File: src/rtl/hrht_pkg.sv
// Package for the HTTP response header tokenizer: parse phases, byte classes,
// status codes, character constants and the state and result structs.
// No dependencies.
package hrht_pkg;

  localparam int unsigned LENGTH_LIMIT = 4096;
  localparam int unsigned LEN_W        = 13;

  localparam logic [LEN_W-1:0] LIMIT_MAX   = LEN_W'(LENGTH_LIMIT);
  localparam logic [LEN_W-1:0] LIMIT_MIN   = LEN_W'(2);
  localparam logic [LEN_W-1:0] LIMIT_RESET = LEN_W'(1024);

  localparam logic [7:0] CH_CR    = 8'h0D;
  localparam logic [7:0] CH_LF    = 8'h0A;
  localparam logic [7:0] CH_SPACE = 8'h20;
  localparam logic [7:0] CH_TAB   = 8'h09;
  localparam logic [7:0] CH_COLON = 8'h3A;

  typedef enum logic [3:0] {
    PH_IDLE    = 4'd0,
    PH_VERSION = 4'd1,
    PH_GAP1    = 4'd2,
    PH_CODE    = 4'd3,
    PH_GAP2    = 4'd4,
    PH_REASON  = 4'd5,
    PH_LINE    = 4'd6,
    PH_NAME    = 4'd7,
    PH_VSKIP   = 4'd8,
    PH_VALUE   = 4'd9,
    PH_DONE    = 4'd10,
    PH_ERR     = 4'd11,
    PH_LONG    = 4'd12
  } phase_e;

  typedef enum logic [2:0] {
    CLS_VERSION = 3'd0,
    CLS_CODE    = 3'd1,
    CLS_REASON  = 3'd2,
    CLS_NAME    = 3'd3,
    CLS_VALUE   = 3'd4,
    CLS_SEP     = 3'd5,
    CLS_BREAK   = 3'd6,
    CLS_BODY    = 3'd7
  } byte_class_e;

  typedef enum logic [1:0] {
    ST_BUSY     = 2'd0,
    ST_COMPLETE = 2'd1,
    ST_FORMAT   = 2'd2,
    ST_LONG     = 2'd3
  } parse_status_e;

  // Progress through a line ending: none, CR, CRLF, CRLFCR.
  typedef enum logic [1:0] {
    BR_NONE   = 2'd0,
    BR_CR     = 2'd1,
    BR_CRLF   = 2'd2,
    BR_CRLFCR = 2'd3
  } break_run_e;

  typedef struct packed {
    phase_e           phase;
    logic [LEN_W-1:0] token_length;
    logic [LEN_W-1:0] head_count;
    break_run_e       break_run;
    logic [7:0]       line_counter;
  } state_t;

  typedef struct packed {
    logic [LEN_W-1:0] head_length;
    parse_status_e    parse_status;
    logic [7:0]       line_number;
    logic             token_closed;
    logic             token_first;
    byte_class_e      byte_class;
  } result_t;

  localparam state_t STATE_RESET = '{
    phase:        PH_IDLE,
    token_length: '0,
    head_count:   '0,
    break_run:    BR_NONE,
    line_counter: '0
  };

endpackage

File: src/rtl/hrht_cfg.sv
// Length limit register of the HTTP response header tokenizer.
// Clamps each written value into the legal range. Depends on hrht_pkg.
module hrht_cfg (
  input  logic                      clk_i,
  input  logic                      rst_ni,
  input  logic                      cfg_valid_i,
  output logic                      cfg_ready_o,
  input  logic [hrht_pkg::LEN_W-1:0] cfg_data_i,
  output logic [hrht_pkg::LEN_W-1:0] limit_o
);

  logic [hrht_pkg::LEN_W-1:0] limit_q;
  logic [hrht_pkg::LEN_W-1:0] limit_d;

  always_comb begin
    if (cfg_data_i < hrht_pkg::LIMIT_MIN) begin
      limit_d = hrht_pkg::LIMIT_MIN;
    end else if (cfg_data_i > hrht_pkg::LIMIT_MAX) begin
      limit_d = hrht_pkg::LIMIT_MAX;
    end else begin
      limit_d = cfg_data_i;
    end
  end

  always_ff @(posedge clk_i or negedge rst_ni) begin
    if (!rst_ni) begin
      limit_q <= hrht_pkg::LIMIT_RESET;
    end else if (cfg_valid_i) begin
      limit_q <= limit_d;
    end
  end

  assign cfg_ready_o = 1'b1;
  assign limit_o     = limit_q;

endmodule

File: src/rtl/hrht_step.sv
// Per-byte parse step of the HTTP response header tokenizer: from the
// current state and one byte, the next state and the byte's result.
// Pure combinational logic. Depends on hrht_pkg.
module hrht_step (
  input  logic [7:0]                 data_byte_i,
  input  logic                       message_start_i,
  input  logic [hrht_pkg::LEN_W-1:0] limit_i,
  input  hrht_pkg::state_t           state_i,
  output hrht_pkg::state_t           state_o,
  output hrht_pkg::result_t          result_o
);

  logic                       brk;
  logic                       blank;
  logic                       colon;
  logic                       grow;
  hrht_pkg::state_t           st;
  hrht_pkg::byte_class_e      cls;
  logic                       first;
  logic                       closed;
  logic [hrht_pkg::LEN_W-1:0] tok_next;

  assign brk   = (data_byte_i == hrht_pkg::CH_CR) || (data_byte_i == hrht_pkg::CH_LF);
  assign blank = (data_byte_i == hrht_pkg::CH_SPACE) || (data_byte_i == hrht_pkg::CH_TAB);
  assign colon = (data_byte_i == hrht_pkg::CH_COLON);

  always_comb begin
    st       = message_start_i ? hrht_pkg::STATE_RESET : state_i;
    cls      = hrht_pkg::CLS_BODY;
    first    = 1'b0;
    closed   = 1'b0;
    grow     = 1'b0;
    tok_next = st.token_length;

    if (st.phase != hrht_pkg::PH_DONE && st.phase != hrht_pkg::PH_ERR &&
        st.phase != hrht_pkg::PH_LONG) begin
      st.head_count = st.head_count + 1'b1;
      if (st.head_count > limit_i) begin
        st.phase = hrht_pkg::PH_LONG;
      end
    end

    case (st.phase)
      hrht_pkg::PH_IDLE: begin
        if (brk || blank) begin
          st.phase = hrht_pkg::PH_ERR;
        end else begin
          cls = hrht_pkg::CLS_VERSION; first = 1'b1; tok_next = '0;
          st.phase = hrht_pkg::PH_VERSION; grow = 1'b1;
        end
      end
      hrht_pkg::PH_VERSION: begin
        if (brk) begin
          st.phase = hrht_pkg::PH_ERR;
        end else if (blank) begin
          cls = hrht_pkg::CLS_SEP; closed = 1'b1; st.phase = hrht_pkg::PH_GAP1;
        end else begin
          cls = hrht_pkg::CLS_VERSION; grow = 1'b1;
        end
      end
      hrht_pkg::PH_GAP1: begin
        if (brk) begin
          st.phase = hrht_pkg::PH_ERR;
        end else if (blank) begin
          cls = hrht_pkg::CLS_SEP;
        end else begin
          cls = hrht_pkg::CLS_CODE; first = 1'b1; tok_next = '0;
          st.phase = hrht_pkg::PH_CODE; grow = 1'b1;
        end
      end
      hrht_pkg::PH_CODE: begin
        if (brk) begin
          st.phase = hrht_pkg::PH_ERR;
        end else if (blank) begin
          cls = hrht_pkg::CLS_SEP; closed = 1'b1; st.phase = hrht_pkg::PH_GAP2;
        end else begin
          cls = hrht_pkg::CLS_CODE; grow = 1'b1;
        end
      end
      hrht_pkg::PH_GAP2: begin
        if (brk) begin
          st.phase = hrht_pkg::PH_ERR;
        end else if (blank) begin
          cls = hrht_pkg::CLS_SEP;
        end else begin
          cls = hrht_pkg::CLS_REASON; first = 1'b1; tok_next = '0;
          st.phase = hrht_pkg::PH_REASON; grow = 1'b1;
        end
      end
      hrht_pkg::PH_REASON: begin
        if (brk) begin
          cls = hrht_pkg::CLS_BREAK; closed = 1'b1; st.phase = hrht_pkg::PH_LINE;
          st.break_run = (data_byte_i == hrht_pkg::CH_CR) ? hrht_pkg::BR_CR
                                                           : hrht_pkg::BR_NONE;
        end else begin
          cls = hrht_pkg::CLS_REASON; grow = 1'b1;
        end
      end
      hrht_pkg::PH_LINE: begin
        if (brk) begin
          if (data_byte_i == hrht_pkg::CH_LF && st.break_run == hrht_pkg::BR_CR) begin
            st.break_run = hrht_pkg::BR_CRLF; cls = hrht_pkg::CLS_BREAK;
          end else if (data_byte_i == hrht_pkg::CH_CR &&
                       st.break_run == hrht_pkg::BR_CRLF) begin
            st.break_run = hrht_pkg::BR_CRLFCR; cls = hrht_pkg::CLS_BREAK;
          end else if (data_byte_i == hrht_pkg::CH_LF &&
                       st.break_run == hrht_pkg::BR_CRLFCR) begin
            cls = hrht_pkg::CLS_BREAK; st.phase = hrht_pkg::PH_DONE;
          end else begin
            st.phase = hrht_pkg::PH_ERR;
          end
        end else if (st.break_run == hrht_pkg::BR_CRLFCR) begin
          st.phase = hrht_pkg::PH_ERR;
        end else begin
          st.break_run = hrht_pkg::BR_NONE;
          if (st.line_counter != 8'hFF) begin
            st.line_counter = st.line_counter + 1'b1;
          end
          if (colon) begin
            cls = hrht_pkg::CLS_SEP; st.phase = hrht_pkg::PH_VSKIP;
          end else begin
            cls = hrht_pkg::CLS_NAME; first = 1'b1; st.phase = hrht_pkg::PH_NAME;
          end
        end
      end
      hrht_pkg::PH_NAME: begin
        if (brk) begin
          st.phase = hrht_pkg::PH_ERR;
        end else if (colon) begin
          cls = hrht_pkg::CLS_SEP; closed = 1'b1; st.phase = hrht_pkg::PH_VSKIP;
        end else begin
          cls = hrht_pkg::CLS_NAME;
        end
      end
      hrht_pkg::PH_VSKIP: begin
        if (brk) begin
          cls = hrht_pkg::CLS_BREAK; st.phase = hrht_pkg::PH_LINE;
          st.break_run = (data_byte_i == hrht_pkg::CH_CR) ? hrht_pkg::BR_CR
                                                           : hrht_pkg::BR_NONE;
        end else if (blank || colon) begin
          cls = hrht_pkg::CLS_SEP;
        end else begin
          cls = hrht_pkg::CLS_VALUE; first = 1'b1; st.phase = hrht_pkg::PH_VALUE;
        end
      end
      hrht_pkg::PH_VALUE: begin
        if (brk) begin
          cls = hrht_pkg::CLS_BREAK; closed = 1'b1; st.phase = hrht_pkg::PH_LINE;
          st.break_run = (data_byte_i == hrht_pkg::CH_CR) ? hrht_pkg::BR_CR
                                                           : hrht_pkg::BR_NONE;
        end else begin
          cls = hrht_pkg::CLS_VALUE;
        end
      end
      default: begin
      end
    endcase

    // A status token that reaches the limit is a format error.
    if (grow) begin
      tok_next = tok_next + 1'b1;
      if (tok_next >= limit_i) begin
        st.phase = hrht_pkg::PH_ERR;
      end
    end
    st.token_length = tok_next;

    result_o.line_number  = st.line_counter;
    result_o.head_length  = '0;
    result_o.parse_status = hrht_pkg::ST_BUSY;
    result_o.byte_class   = cls;
    result_o.token_first  = first;
    result_o.token_closed = closed;
    if (st.phase == hrht_pkg::PH_DONE) begin
      result_o.parse_status = hrht_pkg::ST_COMPLETE;
      result_o.head_length  = st.head_count;
    end else if (st.phase == hrht_pkg::PH_ERR || st.phase == hrht_pkg::PH_LONG) begin
      result_o.parse_status = (st.phase == hrht_pkg::PH_ERR) ? hrht_pkg::ST_FORMAT
                                                             : hrht_pkg::ST_LONG;
      result_o.byte_class   = hrht_pkg::CLS_BODY;
      result_o.token_first  = 1'b0;
      result_o.token_closed = 1'b0;
    end

    state_o = st;
  end

endmodule

File: src/rtl/http_response_header_tokenizer.sv
// Top level of the HTTP response header tokenizer: input register, parse
// state, result register and stream handshakes.
// Depends on hrht_pkg, hrht_cfg and hrht_step.
//
// Usage: response bytes enter on the s_axis channel, one beat per byte;
// tuser marks the first byte of a new response and clears the parse state
// before that byte is taken. Every input beat yields exactly one result beat
// on m_axis with the byte class, token start and end flags, header line
// number, parse status and, once the blank line is seen, the header length.
// The cfg channel writes the length limit (2 to 4096, clamped); write it
// only while no byte is in flight. It is always ready.
// The byte waits in the input register; when the result register is free or
// drains, the parse step writes the result register and the parse state
// together. Throughput is one byte per cycle while the receiver takes results,
// set by the single parse-state update loop.
// Reset clears the parse state to "before the status line", empties both
// registers and sets the limit to 1024. When the receiver stalls, the result
// register holds its beat, the input register still takes one more byte,
// and s_axis_tready then drops until the result is taken.
module http_response_header_tokenizer (
  input  logic        clk_i,
  input  logic        rst_ni,
  input  logic        s_axis_tvalid,
  output logic        s_axis_tready,
  input  logic [7:0]  s_axis_tdata,   // [7:0] data_byte
  input  logic [0:0]  s_axis_tuser,   // [0] message_start
  output logic        m_axis_tvalid,
  input  logic        m_axis_tready,
  // [2:0] byte_class, [3] token_first, [4] token_closed, [12:5] line_number,
  // [14:13] parse_status, [27:15] head_length, [31:28] zero
  output logic [31:0] m_axis_tdata,
  input  logic        cfg_valid_i,
  output logic        cfg_ready_o,
  input  logic [hrht_pkg::LEN_W-1:0] cfg_data_i
);

  logic [hrht_pkg::LEN_W-1:0] limit;
  logic                       in_valid_q;
  logic [7:0]                 byte_q;
  logic                       start_q;
  hrht_pkg::state_t           state_q;
  hrht_pkg::state_t           state_d;
  hrht_pkg::result_t          result_d;
  hrht_pkg::result_t          result_q;
  logic                       out_valid_q;
  logic                       advance;

  hrht_cfg u_cfg (
    .clk_i       (clk_i),
    .rst_ni      (rst_ni),
    .cfg_valid_i (cfg_valid_i),
    .cfg_ready_o (cfg_ready_o),
    .cfg_data_i  (cfg_data_i),
    .limit_o     (limit)
  );

  hrht_step u_step (
    .data_byte_i     (byte_q),
    .message_start_i (start_q),
    .limit_i         (limit),
    .state_i         (state_q),
    .state_o         (state_d),
    .result_o        (result_d)
  );

  // The held byte moves on whenever the result register is free or drains.
  assign advance       = in_valid_q && (!out_valid_q || m_axis_tready);
  assign s_axis_tready = !in_valid_q || advance;

  always_ff @(posedge clk_i or negedge rst_ni) begin
    if (!rst_ni) begin
      in_valid_q <= 1'b0;
    end else if (s_axis_tready) begin
      in_valid_q <= s_axis_tvalid;
    end
  end

  always_ff @(posedge clk_i) begin
    if (s_axis_tready && s_axis_tvalid) begin
      byte_q  <= s_axis_tdata;
      start_q <= s_axis_tuser[0];
    end
  end

  always_ff @(posedge clk_i or negedge rst_ni) begin
    if (!rst_ni) begin
      state_q     <= hrht_pkg::STATE_RESET;
      out_valid_q <= 1'b0;
    end else begin
      if (advance) begin
        state_q     <= state_d;
        out_valid_q <= 1'b1;
      end else if (m_axis_tready) begin
        out_valid_q <= 1'b0;
      end
    end
  end

  always_ff @(posedge clk_i) begin
    if (advance) begin
      result_q <= result_d;
    end
  end

  assign m_axis_tvalid = out_valid_q;
  assign m_axis_tdata  = {4'b0000, result_q};

endmodule
File: config.mk
export PLATFORM = sky130hd
export DESIGN_NAME = http_response_header_tokenizer
export DESIGN_NICKNAME = d
export VERILOG_FILES = /design/src/rtl/hrht_pkg.sv /design/src/rtl/hrht_cfg.sv /design/src/rtl/hrht_step.sv /design/src/rtl/http_response_header_tokenizer.sv
export SDC_FILE = /design/constraint.sdc
export NUM_CORES = 1
export LEC_CHECK = 0
export BUFFER_PORTS_ARGS = -buffer_cell sky130_fd_sc_hd__buf_2
export CORE_UTILIZATION = 24
export DETAILED_ROUTE_END_ITERATION = 7
export GPL_TIMING_DRIVEN = 0
export HOLD_SLACK_MARGIN = 0.05
export PLACE_DENSITY_LB_ADDON = 0.15
export REMOVE_ABC_BUFFERS = 1
export SYNTH_ARGS = -nofsm -noshare
export SYNTH_HDL_FRONTEND = slang
export SYNTH_SLANG_ARGS = --single-unit
File: constraint.sdc
create_clock -name clk_i -period 10.6 [get_ports clk_i]
set_input_delay 3.18 -clock clk_i [delete_from_list [all_inputs] [get_ports clk_i]]
set_output_delay 3.18 -clock clk_i [all_outputs]
set_load 0.1 [all_outputs]
# After elaboration in Yosys (flattened, before gate mapping)
# Cells that the tools add are included.
classes:
  addsub: 3
  multipliers: 0
  div: 0
  order_cmp: 4
  n_eq_ne: 24
  shifts: 0
  mux: 86
  n_bitwise: 1
  n_reduce_logical: 25
op_table:
  columns: ["operator", "n"]
  rows:
  - ["$mux W4", 23]
  - ["$mux W13", 7]
  - ["$mux W3", 15]
  - ["$mux W40", 1]
  - ["$pmux W4 S9", 1]
  - ["$pmux W3 S9", 1]
  - ["$add A13 B1 Y13 const B", 2]
  - ["$pmux W13 S2", 1]
  - ["$eq A8 B4 Y1 const B", 3]
  - ["$mux W8", 3]
  - ["$mux W1", 22]
  - ["$eq A4 B4 Y1 const B", 5]
  - ["$eq A4 B3 Y1 const B", 4]
  - ["$eq A8 B6 Y1 const B", 2]
  - ["$ge A13 B13 Y1", 1]
  - ["$gt A13 B13 Y1", 1]
  - ["$gt A13 B13 Y1 const B", 1]
  - ["$lt A13 B2 Y1 const B", 1]
  - ["$ne A4 B4 Y1 const B", 3]
  - ["$mux W10", 1]
  - ["$mux W2", 5]
  - ["$mux W5", 2]
  - ["$reduce_or A2 Y1", 5]
  - ["$add A8 B1 Y8 const B", 1]
  - ["other kinds (16)", 32]
totals:
  ff_bits: 92
  latch_bits: 0
  mem_bits_rw: 0
  mem_bits_ro: 0
  input_bits: 27
  mem_count: 0

# Longest topological paths before layout
# Gate-level depths: netlist (run 1).
depth:
  word_depth: 16
  depth_mapped: 33
  depth_no_buf: 28

# Cells and area by module
# A second synthesis (run 1) with hierarchy kept.
unflattened:
  cells_unflattened: 657
  area_unflattened_um2: 6521.3
modules_own_cells:
  columns: ["mod", "n_inst", "cells_per_inst", "area_per_inst_um2", "seq_area_each_um2"]
  rows:
  - ["hrht_step", 1, 472, 3026.7, 0.0]
  - ["http_response_header_tokenizer", 1, 135, 2892.8, 2162.1]
  - ["hrht_cfg", 1, 50, 601.8, 326.6]

# Worst setup path before layout (run 1)
# OpenSTA, ideal clock, no wires.
synth_path:
  path_type: "reg2reg"
  start: "register start_q"
  end: "register result_q, in the netlist m_axis_tdata[2], data pin"
  setup_time_ns: 0.265
  arrival_ns: 7.179
  path_slack_ns: 3.156
  stages_incl_launch_ff: 33
  path_buffers: 5
  path_cell_list: "edfxtp_1 > clkbuf_1 > clkbuf_1 > clkbuf_1 > clkbuf_1 > nor2b_1 > ha_1 > nand3_1 > nor4_1 > and3_1 > nand3_1 > xor2_1 > nor2_1 > ha_1 > nand4_1 > a21oi_1 > o41ai_1 > clkbuf_1 > a31oi_1 > and2_1 > ha_1 > and3_1 > and3_1 > and3_1 > and3_1 > nand3_1 > xor2_1 > nor2_1 > ha_1 > a2111oi_0 > o211a_1 > and3b_1 > or3_1"
synth_rtl:
  columns: ["item", "line", "source"]
  rows:
  - ["start: declaration", "http_response_header_tokenizer.sv:40", "logic start_q;"]
  - ["start signal: assignment", "http_response_header_tokenizer.sv:81", "start_q <= s_axis_tuser[0];"]
  - ["end signal: assignment", "http_response_header_tokenizer.sv:101", "result_q <= result_d;"]
  - ["end: declaration", "http_response_header_tokenizer.sv:44", "hrht_pkg::result_t result_q;"]

==> reports/results.tsv, run 1 <==
metric	value	unit
CORE AREA	0.0254	mm2
Reg clk slew, reported paths	0.08	ns
worst vdd ir	0.0000994	V
Synth top area share	21.6	%
worst-skew pair later-pin latency	0.35	ns
first-pass GRT wire length	27500	um
Layout Cell Area excl Fill	0.00722	mm2
CP delay by family, top	simple AND/OR/NAND/NOR gates	
Worst EP arrival	8.74	ns
Reg2Reg Launch Point	start_q$_DFFE_PP_	
maximum net fanout on the critical path	25	
sequential share of power	37.8	%
ANT cells	0	
vias in the first global route	5090	
post-CTS sizing	0	
IO Pins	62	
Worst path most repeated cell	and3_1	
Die ar.	0.0267	mm2
Total GRT Usage	13.1	%
Rel. slew slack	26.7	%
Iteration-0 DRC Markers	233	
drt drc	0	
Levels on crit path	31	
Final Net Count	800	
switch share	41.3	%
Post-CTS Setup Inserts	0	
capturing point of the worst reg2reg path	m_axis_tdata[2]$_DFFE_PP_	
commonest non-fill, non-tap cell in the layout	nand2_1	
status	finished, final reports clean	
CP Class	flop to flop	
GPL Wtd Cong	0.848	
CP required	10.69	ns
Post-Route Setup TNS	0	ns
Min Clock Period, post-route	8.64	ns
Clock Path Buffers	2	
Initial Utilization	24.6	%
Avg Inst Size Synth	8.83	um2
RSZ-0062 raised after global routing	no	
max cap viols	0	
synthesis-to-finish area growth	15.5	%
H-tree depth	3	
global route total overflow	0	
Yosys reg bits	92	
share of cells above drive strength 1	14.3	%
Filler Cell Count	2739	
Final Skew	0.0107	ns
Avg Vias per Cell	4.76	
CTS Sinks	92	
part of the power in combinational logic	34.5	%
Worst Min Path Start	state_q[35]$_DFFE_PN0P_	
CTS Buf Count	9	
Buffers on Ports	56	
Leak	2.85	nW
WP buf/inv	4	
crit path max-delay cell type	nor4_1	
Ys Warns	0	
Cell variety after synth	82	
ranking of synthesized cells by area	dfrtp_1, edfxtp_1, ha_1	
Worst Tran Pin Value	1.10	ns
CP Capture Type	flop	
cts hold-fix bufs	0	
largest net degree at the start of global routing	56	
Max Clk Rate	116	MHz
Clk pwr share	27.7	%
P_sw	0.527	mW
CTS tree	built	
Setup violations, final	0	
Worst Setup SP	start_q$_DFFE_PP_	
Seq/Total Area, Yosys	39.8	%
die height	163	um
Post-synth EDFFs	37	
WHS Path Cells	1	
worst slack at placement	1.82	ns
Antenna Nets Post-Route	0	
Syn Inst Count	708	
mapped cell area	0.00625	mm2
final setup margin	1.96	ns
Via Count	5135	
most used flip-flop cell after synthesis	dfrtp_1	
Root Driver	clkbuf_16	
initial antenna violation count	0	
max-slew violation count	0	
final period utilization	81.5	%
drt total wl	16600	um
DR WL/cell	15.4	um
flop2flop setup slack	1.96	ns
internal power	0.748	mW
Worst R2R Path Depth	31	
total power per unit cell area	176	mW/mm2
Die Width	163	um
Pre-antenna DRT Iters	5	
peak per-stage delay on the critical path	0.59	ns
Area after DPL	0.00691	mm2
HPWL Detailed	11800	um
area leader, netlist	dfrtp_1	
FP Rows	58	
area of the multi-input gates	0.00353	mm2
crit path to	m_axis_tdata[2]$_DFFE_PP_	
CP Launch Type	flop	
Hold WC Path Type	flop to flop	
most frequent cells in the layout	nand2_1, o21ai_0, nor2_1	
FF+latch area	0.00249	mm2
hold slack	0.503	ns
Fin. Hold Viols	0	
asr flop ratio synth	59.8	%
## registers in the layout, summed over array words and instances (netlist names)
name	cells
u_cfg.limit_o	13
in_valid_q	1
start_q	1
m_axis_tdata	28
m_axis_tvalid	1
state_q	40
byte_q	8
## kinds of logic after synthesis
family	after synthesis	synth area share, %
AOI/OAI and AO/OA	190	19.7
xor gates and xnor gates	34	4.76
adders and majority gates	29	5.80
buffers and inverters	61	4.10
DFF	92	39.8
muxes	7	1.18
other	2	0.120
and+or+nand+nor	293	24.5
## cell type report
type / instances / area share [%]
inverter: 21 / 1.09
tap: 330 / 5.72
timing repair buffer: 62 / 5.54
multi-input combinational: 558 / 48.8
clock inverter: 7 / 1.21
clock buffer: 9 / 3.12
sequential: 92 / 34.5
## per-layer routing
| metal | share of wire (%) | track usage, % | vias up | routed length (um) |
|---|---|---|---|---|
| met5 | 0 | 0 | - | 0 |
| met4 | 0.85 | 3.44 | 0 | 141 |
| met3 | 3.2 | 2.46 | 7 | 537 |
| met2 | 46 | 20.8 | 86 | 7580 |
| met1 | 50 | 18.1 | 2394 | 8380 |
| li1 | - | - | 2648 | - |
## power groups by stage
stage / clock network (mW) / registers, mW / logic (mW)
CTS: 0.370 / 0.481 / 0.443
global placement: 0 / 0.495 / 0.428
finish: 0.353 / 0.482 / 0.439
floorplan: 0 / 0.561 / 0.242
global route: 0.383 / 0.491 / 0.483
detailed placement: 0 / 0.488 / 0.441
## cell usage after synthesis (7+ instances only)
master    count
and3_1       15
clkbuf_1     30
nor4_1        7
dfrtp_1      54
nand2_1      65
nand3b_1      7
nand3_1      31
inv_1        20
nor2_2       10
nor3_1       12
nor2b_1      18
and2_1        9
o21a_1        7
nand2b_1     24
xor2_1       10
xnor2_1      24
nor2_1       61
edfxtp_1     37
a21oi_1      41
o21ai_0      63
a211oi_1      8
ha_1         29
## worst min-delay path by stage
stage and end:
6_report state_q[35]$_DFFE_PN0P_, 3_5_place_dp state_q[35]$_DFFE_PN0P_, 2_1_floorplan m_axis_tvalid$_DFFE_PN0P_, 3_3_place_gp m_axis_tvalid$_DFFE_PN0P_, 4_1_cts state_q[35]$_DFFE_PN0P_, 5_1_grt state_q[35]$_DFFE_PN0P_
## through the flow
stage	cells	power [mW]	utilization, %
after global placement	1057	0.923	26.7
after global routing	1079	1.36	28.4
after CTS	1079	1.29	28.4
after floorplan	671	0.803	-
final	1079	1.27	28.4
after detailed placement	1063	0.928	27.2
Power figures use the tool's default switching activity.
==> inputs of run 2 (changes only) <==
Clock period 10.6 ns to 9 ns, I/O delays scaled along.
==> run 2 against run 1 <==
First-iteration DRC count up 4.3%. Count of clock-buffer cells in the layout unchanged. Register-to-register slack worse by 1.3 ns. Via count is 0.33% higher. Global-route usage did not move. Combinational power increased by 18%. Critical path type unchanged. Critical endpoint unchanged. Largest power group unchanged.
==> reports/results.tsv, run 2 (synthesis gave the netlist of run 1 again) <==
metric	value	unit	change
Fin. Hold Viols	0		unchanged
CORE AREA	0.0254	mm2	unchanged
fin util	28.5	%	was 28.4%
worst vdd ir	0.000117	V	was 0.0000994 V
Post-Route Setup TNS	0	ns	unchanged
Layout Cell Area excl Fill	0.00723	mm2	was 0.00722 mm2
grt met2 use	20.8	%	unchanged
Rel. slew slack	27.0	%	was 26.7%
Filler Cell Count	2735		was 2739
Hold WC Path Type	flop to flop		unchanged
Biggest register	state_q		unchanged
GRT busiest layer	met2		unchanged
initial antenna violation count	0		unchanged
Die Width	163	um	unchanged
Pre-antenna DRT Iters	5		unchanged
Max Clk Rate	120	MHz	was 116 MHz
grt met3 use	2.46	%	unchanged
commonest non-fill, non-tap cell in the layout	nand2_1		unchanged
Area after DPL	0.00691	mm2	unchanged
final period utilization	92.9	%	was 81.5%
Die ar.	0.0267	mm2	unchanged
flop2flop setup slack	0.64	ns	was 1.96 ns
Antenna Nets Post-Route	0		unchanged
hold slack	0.504	ns	was 0.503 ns
Clock Path Buffers	2		unchanged
Final Net Count	800		unchanged
CTS Sinks	92		unchanged
IO Pins	62		unchanged
FP Rows	58		unchanged
final setup margin	0.641	ns	was 1.96 ns
Reg clk slew, reported paths	0.08	ns	about the same
GPL Wtd Cong	0.848		unchanged
HPWL Detailed	11800	um	unchanged
CP Launch Type	flop		unchanged
max cap viols	0		unchanged
cts hold-fix bufs	0		unchanged
total power per unit cell area	208	mW/mm2	was 176 mW/mm2
DR WL/cell	15.4	um	about the same
largest net degree at the start of global routing	56		unchanged
Initial Utilization	24.6	%	unchanged
Avg Vias per Cell	4.77		was 4.76
Root Driver	clkbuf_16		unchanged
worst-skew pair later-pin latency	0.35	ns	about the same
first-pass GRT wire length	27500	um	unchanged
Worst Tran Pin Value	1.09	ns	was 1.10 ns
Final Skew	0.0109	ns	was 0.0107 ns
WP buf/inv	4		unchanged
Worst EP arrival	8.45	ns	was 8.74 ns
peak per-stage delay on the critical path	0.76	ns	was 0.59 ns
max-slew violation count	0		unchanged
Min Clock Period, post-route	8.36	ns	was 8.64 ns
CTS Buf Count	9		unchanged
H-tree depth	3		unchanged
worst slack at placement	0.216	ns	was 1.82 ns
max reg flops	40		unchanged
CTS tree	built		unchanged
grt met1 use	18.1	%	unchanged
Worst path most repeated cell	and3_1		unchanged
most frequent cells in the layout	nand2_1, o21ai_0, nor2_1		unchanged
ANT cells	0		unchanged
drt drc	0		unchanged
crit path max-delay cell type	o41ai_2		was nor4_1
status	finished, final reports clean		unchanged
die height	163	um	unchanged
FF+latch area	0.00249	mm2	unchanged
Leak	2.85	nW	about the same
CP Capture Type	flop		unchanged
area of the multi-input gates	0.00354	mm2	was 0.00353 mm2
Post-CTS Setup Inserts	0		unchanged
CP Class	flop to flop		unchanged
Total GRT Usage	13.1	%	unchanged
synthesis-to-finish area growth	15.7	%	was 15.5%
Setup violations, final	0		unchanged
Via Count	5152		was 5135
Iteration-0 DRC Markers	243		was 233
global route total overflow	0		unchanged
vias in the first global route	5090		unchanged
Buffers on Ports	56		unchanged
drt total wl	16600	um	about the same
share of cells above drive strength 1	14.6	%	was 14.3%
CP required	9.10	ns	was 10.69 ns
CP delay by family, top	simple AND/OR/NAND/NOR gates		unchanged
maximum net fanout on the critical path	25		unchanged
run 2: worst register-to-register path, delay by kind of cell (launching register included):
family                     cells  cell delay (ns)
AOI/OAI and AO/OA              5             1.67
DFF                            1             0.51
adders and majority gates      4             1.04
xor gates and xnor gates       2             0.32
buffers and inverters          4             0.84
and+or+nand+nor               16             3.74
run 2: worst paths after layout:
path                                          from                   endpoint  cells past startpoint
min in group asynchronous                   rst_ni     state_q[4]$_DFFE_PN0P_                      1
max reg2reg                      start_q$_DFFE_PP_  m_axis_tdata[2]$_DFFE_PP_                     31
min reg2reg                state_q[35]$_DFFE_PN0P_    state_q[35]$_DFFE_PN0P_                      1
max in group asynchronous                   rst_ni    state_q[25]$_DFFE_PN0P_                      1
min                        state_q[35]$_DFFE_PN0P_    state_q[35]$_DFFE_PN0P_                      1
max                              start_q$_DFFE_PP_  m_axis_tdata[2]$_DFFE_PP_                     31
run 2: metrics by stage:
stage,std cells,power [mW]
3_3_place_gp,1057,1.09
5_1_grt,1079,1.60
4_1_cts,1079,1.52
3_5_place_dp,1063,1.09
6_report,1079,1.50
2_1_floorplan,671,0.946
run 2: routing by layer:
| layer | part of all wire [%] | wire length [um] |
|---|---|---|
| met1 | 50 | 8300 |
| met2 | 45 | 7550 |
| met3 | 3.8 | 640 |
| met4 | 0.95 | 158 |
| met5 | 0 | 0 |
run 2: layout make-up:
| cell class | instances | area share, % |
|---|---|---|
| Tap cell | 330 | 5.71 |
| Inverter | 21 | 1.09 |
| Timing Repair Buffer | 62 | 5.54 |
| Sequential cell | 92 | 34.4 |
| Clock inverter | 7 | 1.21 |
| Multi-Input combinational cell | 558 | 48.9 |
| Clock buffer | 9 | 3.11 |
run 2: timing repair:
item                                   4_1_cts  5_1_grt
endpoints found under the hold margin        0        0
gates resized for setup                      0        2
setup endpoints to repair                    0        9
run 2: power breakdown:
group / internal, mW / switching [mW]
sequential: 0.494 / 0.0736
clock: 0.223 / 0.193
combinational: 0.163 / 0.355
total: 0.881 / 0.621
==> inputs of run 3 (changes only) <==
Settings changed: GPL_TIMING_DRIVEN 0 to not set.
Clock period 9 ns to 9.7 ns, I/O delays scaled along.
==> run 3 against run 2 <==
Clock power shrank 14%. Core utilization is 0.42 points lower. Maximum frequency rose by 13%. Register-to-register slack gained 1.6 ns. Critical path depth fell by 3. Sequential share of layout area up 0.51 points.
==> reports/results.tsv, run 3 (synthesis gave the netlist of run 1 again) <==
metric	value	unit	change
status	finished, final reports clean		unchanged
Hold WC Path Type	flop to flop		unchanged
Iteration-0 DRC Markers	311		was 243
Min Clock Period, post-route	7.42	ns	was 8.36 ns
die height	163	um	unchanged
max reg flops	40		unchanged
Worst Min Path Start	state_q[35]$_DFFE_PN0P_		unchanged
Final Non-Filler Cells	1079		unchanged
crit path max-delay cell type	nor4_1		was o41ai_2
Reg2Reg Launch Point	start_q$_DFFE_PP_		unchanged
capturing point of the worst reg2reg path	m_axis_tdata[2]$_DFFE_PP_		unchanged
Buffers on Ports	56		unchanged
CP Class	flop to flop		unchanged
CP Capture Type	flop		unchanged
maximum net fanout on the critical path	13		was 25
Die Width	163	um	unchanged
Cells after DPL	1063		unchanged
Biggest register	state_q		unchanged
Clock Path Buffers	2		unchanged
DR WL/cell	15.5	um	was 15.4 um
Avg Vias per Cell	4.87		was 4.77
global route total overflow	0		unchanged
Final Skew	0.0141	ns	was 0.0109 ns
Max Clk Rate	135	MHz	was 120 MHz
Worst Setup SP	start_q$_DFFE_PP_		unchanged
Fin. Hold Viols	0		unchanged
worst vdd ir	0.0000995	V	was 0.000117 V
vias in the first global route	4877		was 5090
Worst path most repeated cell	and3_1		unchanged
synthesis-to-finish area growth	14.0	%	was 15.7%
CP delay by family, top	simple AND/OR/NAND/NOR gates		unchanged
Worst Tran Pin Value	0.945	ns	was 1.09 ns
hold slack	0.500	ns	was 0.504 ns
largest net degree at the start of global routing	64		was 56
Worst R2R Path Depth	28		was 31
IO Pins	62		unchanged
CORE AREA	0.0254	mm2	unchanged
hold path endpoint	state_q[35]$_DFFE_PN0P_		unchanged
fin util	28.1	%	was 28.5%
post-CTS sizing	0		unchanged
flop2flop setup slack	2.28	ns	was 0.64 ns
Leak	2.81	nW	was 2.85 nW
Final Net Count	800		unchanged
cts hold-fix bufs	0		unchanged
Die ar.	0.0267	mm2	unchanged
Root Driver	clkbuf_16		unchanged
CTS Sinks	92		unchanged
Total GRT Usage	13.0	%	was 13.1%
Area after DPL	0.00683	mm2	was 0.00691 mm2
Antenna Nets Post-Route	0		unchanged
GPL Wtd Cong	0.842		was 0.848
Pre-antenna DRT Iters	5		unchanged
share of cells above drive strength 1	14.2	%	was 14.6%
final period utilization	76.5	%	was 92.9%
Post-CTS Setup Inserts	0		unchanged
first-pass GRT wire length	26800	um	was 27500 um
Via Count	5258		was 5152
CTS Buf Count	9		unchanged
max cap viols	0		unchanged
ANT cells	0		unchanged
Rel. slew slack	36.8	%	was 27.0%
initial antenna violation count	0		unchanged
total power per unit cell area	191	mW/mm2	was 208 mW/mm2
CP Launch Type	flop		unchanged
most frequent cells in the layout	nand2_1, o21ai_0, nor2_1		unchanged
worst-skew pair later-pin latency	0.36	ns	was 0.35 ns
Setup violations, final	0		unchanged
Post-Route Setup TNS	0	ns	unchanged
commonest non-fill, non-tap cell in the layout	nand2_1		unchanged
CTS tree	built		unchanged
Layout Cell Area excl Fill	0.00713	mm2	was 0.00723 mm2
drt total wl	16800	um	was 16600 um
drt drc	0		unchanged
max-slew violation count	0		unchanged
Worst EP arrival	7.53	ns	was 8.45 ns
Reg clk slew, reported paths	0.08	ns	about the same
WHS Path Cells	1		unchanged
HPWL Detailed	12000	um	was 11800 um
RSZ-0062 raised after global routing	no		
FP Rows	58		unchanged
peak per-stage delay on the critical path	0.56	ns	was 0.76 ns
CP required	9.81	ns	was 9.10 ns
WP buf/inv	1		was 4
H-tree depth	3		unchanged
Initial Utilization	24.6	%	unchanged
run 3: metrics by stage:
stage	power [mW]	worst slack, ns
floorplan	0.877	1.73
global placement	1.02	2.48
detailed placement	1.01	2.31
CTS	1.38	2.28
global route	1.44	1.56
finish	1.36	2.28
run 3: worst max-delay path by stage:
| stage | to | slack, ns | depth (start not counted) |
|---|---|---|---|
| 6_report | m_axis_tdata[2]$_DFFE_PP_ | 2.28 | 28 |
| 5_1_grt | m_axis_tdata[2]$_DFFE_PP_ | 1.56 | 28 |
| 4_1_cts | m_axis_tdata[2]$_DFFE_PP_ | 2.28 | 28 |
| 3_5_place_dp | m_axis_tdata[2]$_DFFE_PP_ | 2.31 | 28 |
| 3_3_place_gp | m_axis_tdata[2]$_DFFE_PP_ | 2.48 | 28 |
| 2_1_floorplan | m_axis_tdata[2]$_DFFE_PP_ | 1.73 | 27 |
run 3: per-layer routing:
metal / wire length, um / track usage, % / vias to the layer above
li1: - / - / 2660
met1: 8370 / 18.2 / 2447
met2: 7340 / 19.9 / 132
met3: 702 / 2.21 / 19
met4: 342 / 4.76 / 0
met5: 0 / 0 / -
run 3: final cells by class:
cell class	instances	area, um2
clock buffer	9	225
clock inverter	7	71.3
fill	2692	18300
inverter	21	78.8
multi-input combinational	558	3520
sequential	92	2490
tap	330	413
timing repair buffer	62	325
run 3: power by group:
part	switching, mW	internal, mW
Clock	0.177	0.181
Combinational	0.328	0.147
Sequential	0.0695	0.459
run 3: worst register-to-register path: cells and delay by family, from the launching register on:
family | cells | cell delay [ns]
XOR/XNOR | 2 | 0.34
AO/OA/AOI/OAI | 5 | 1.50
buffers and inverters | 1 | 0.19
flip-flops | 1 | 0.42
AND/OR/NAND/NOR | 16 | 3.70
adder cells (fa/ha/maj) | 4 | 1.04
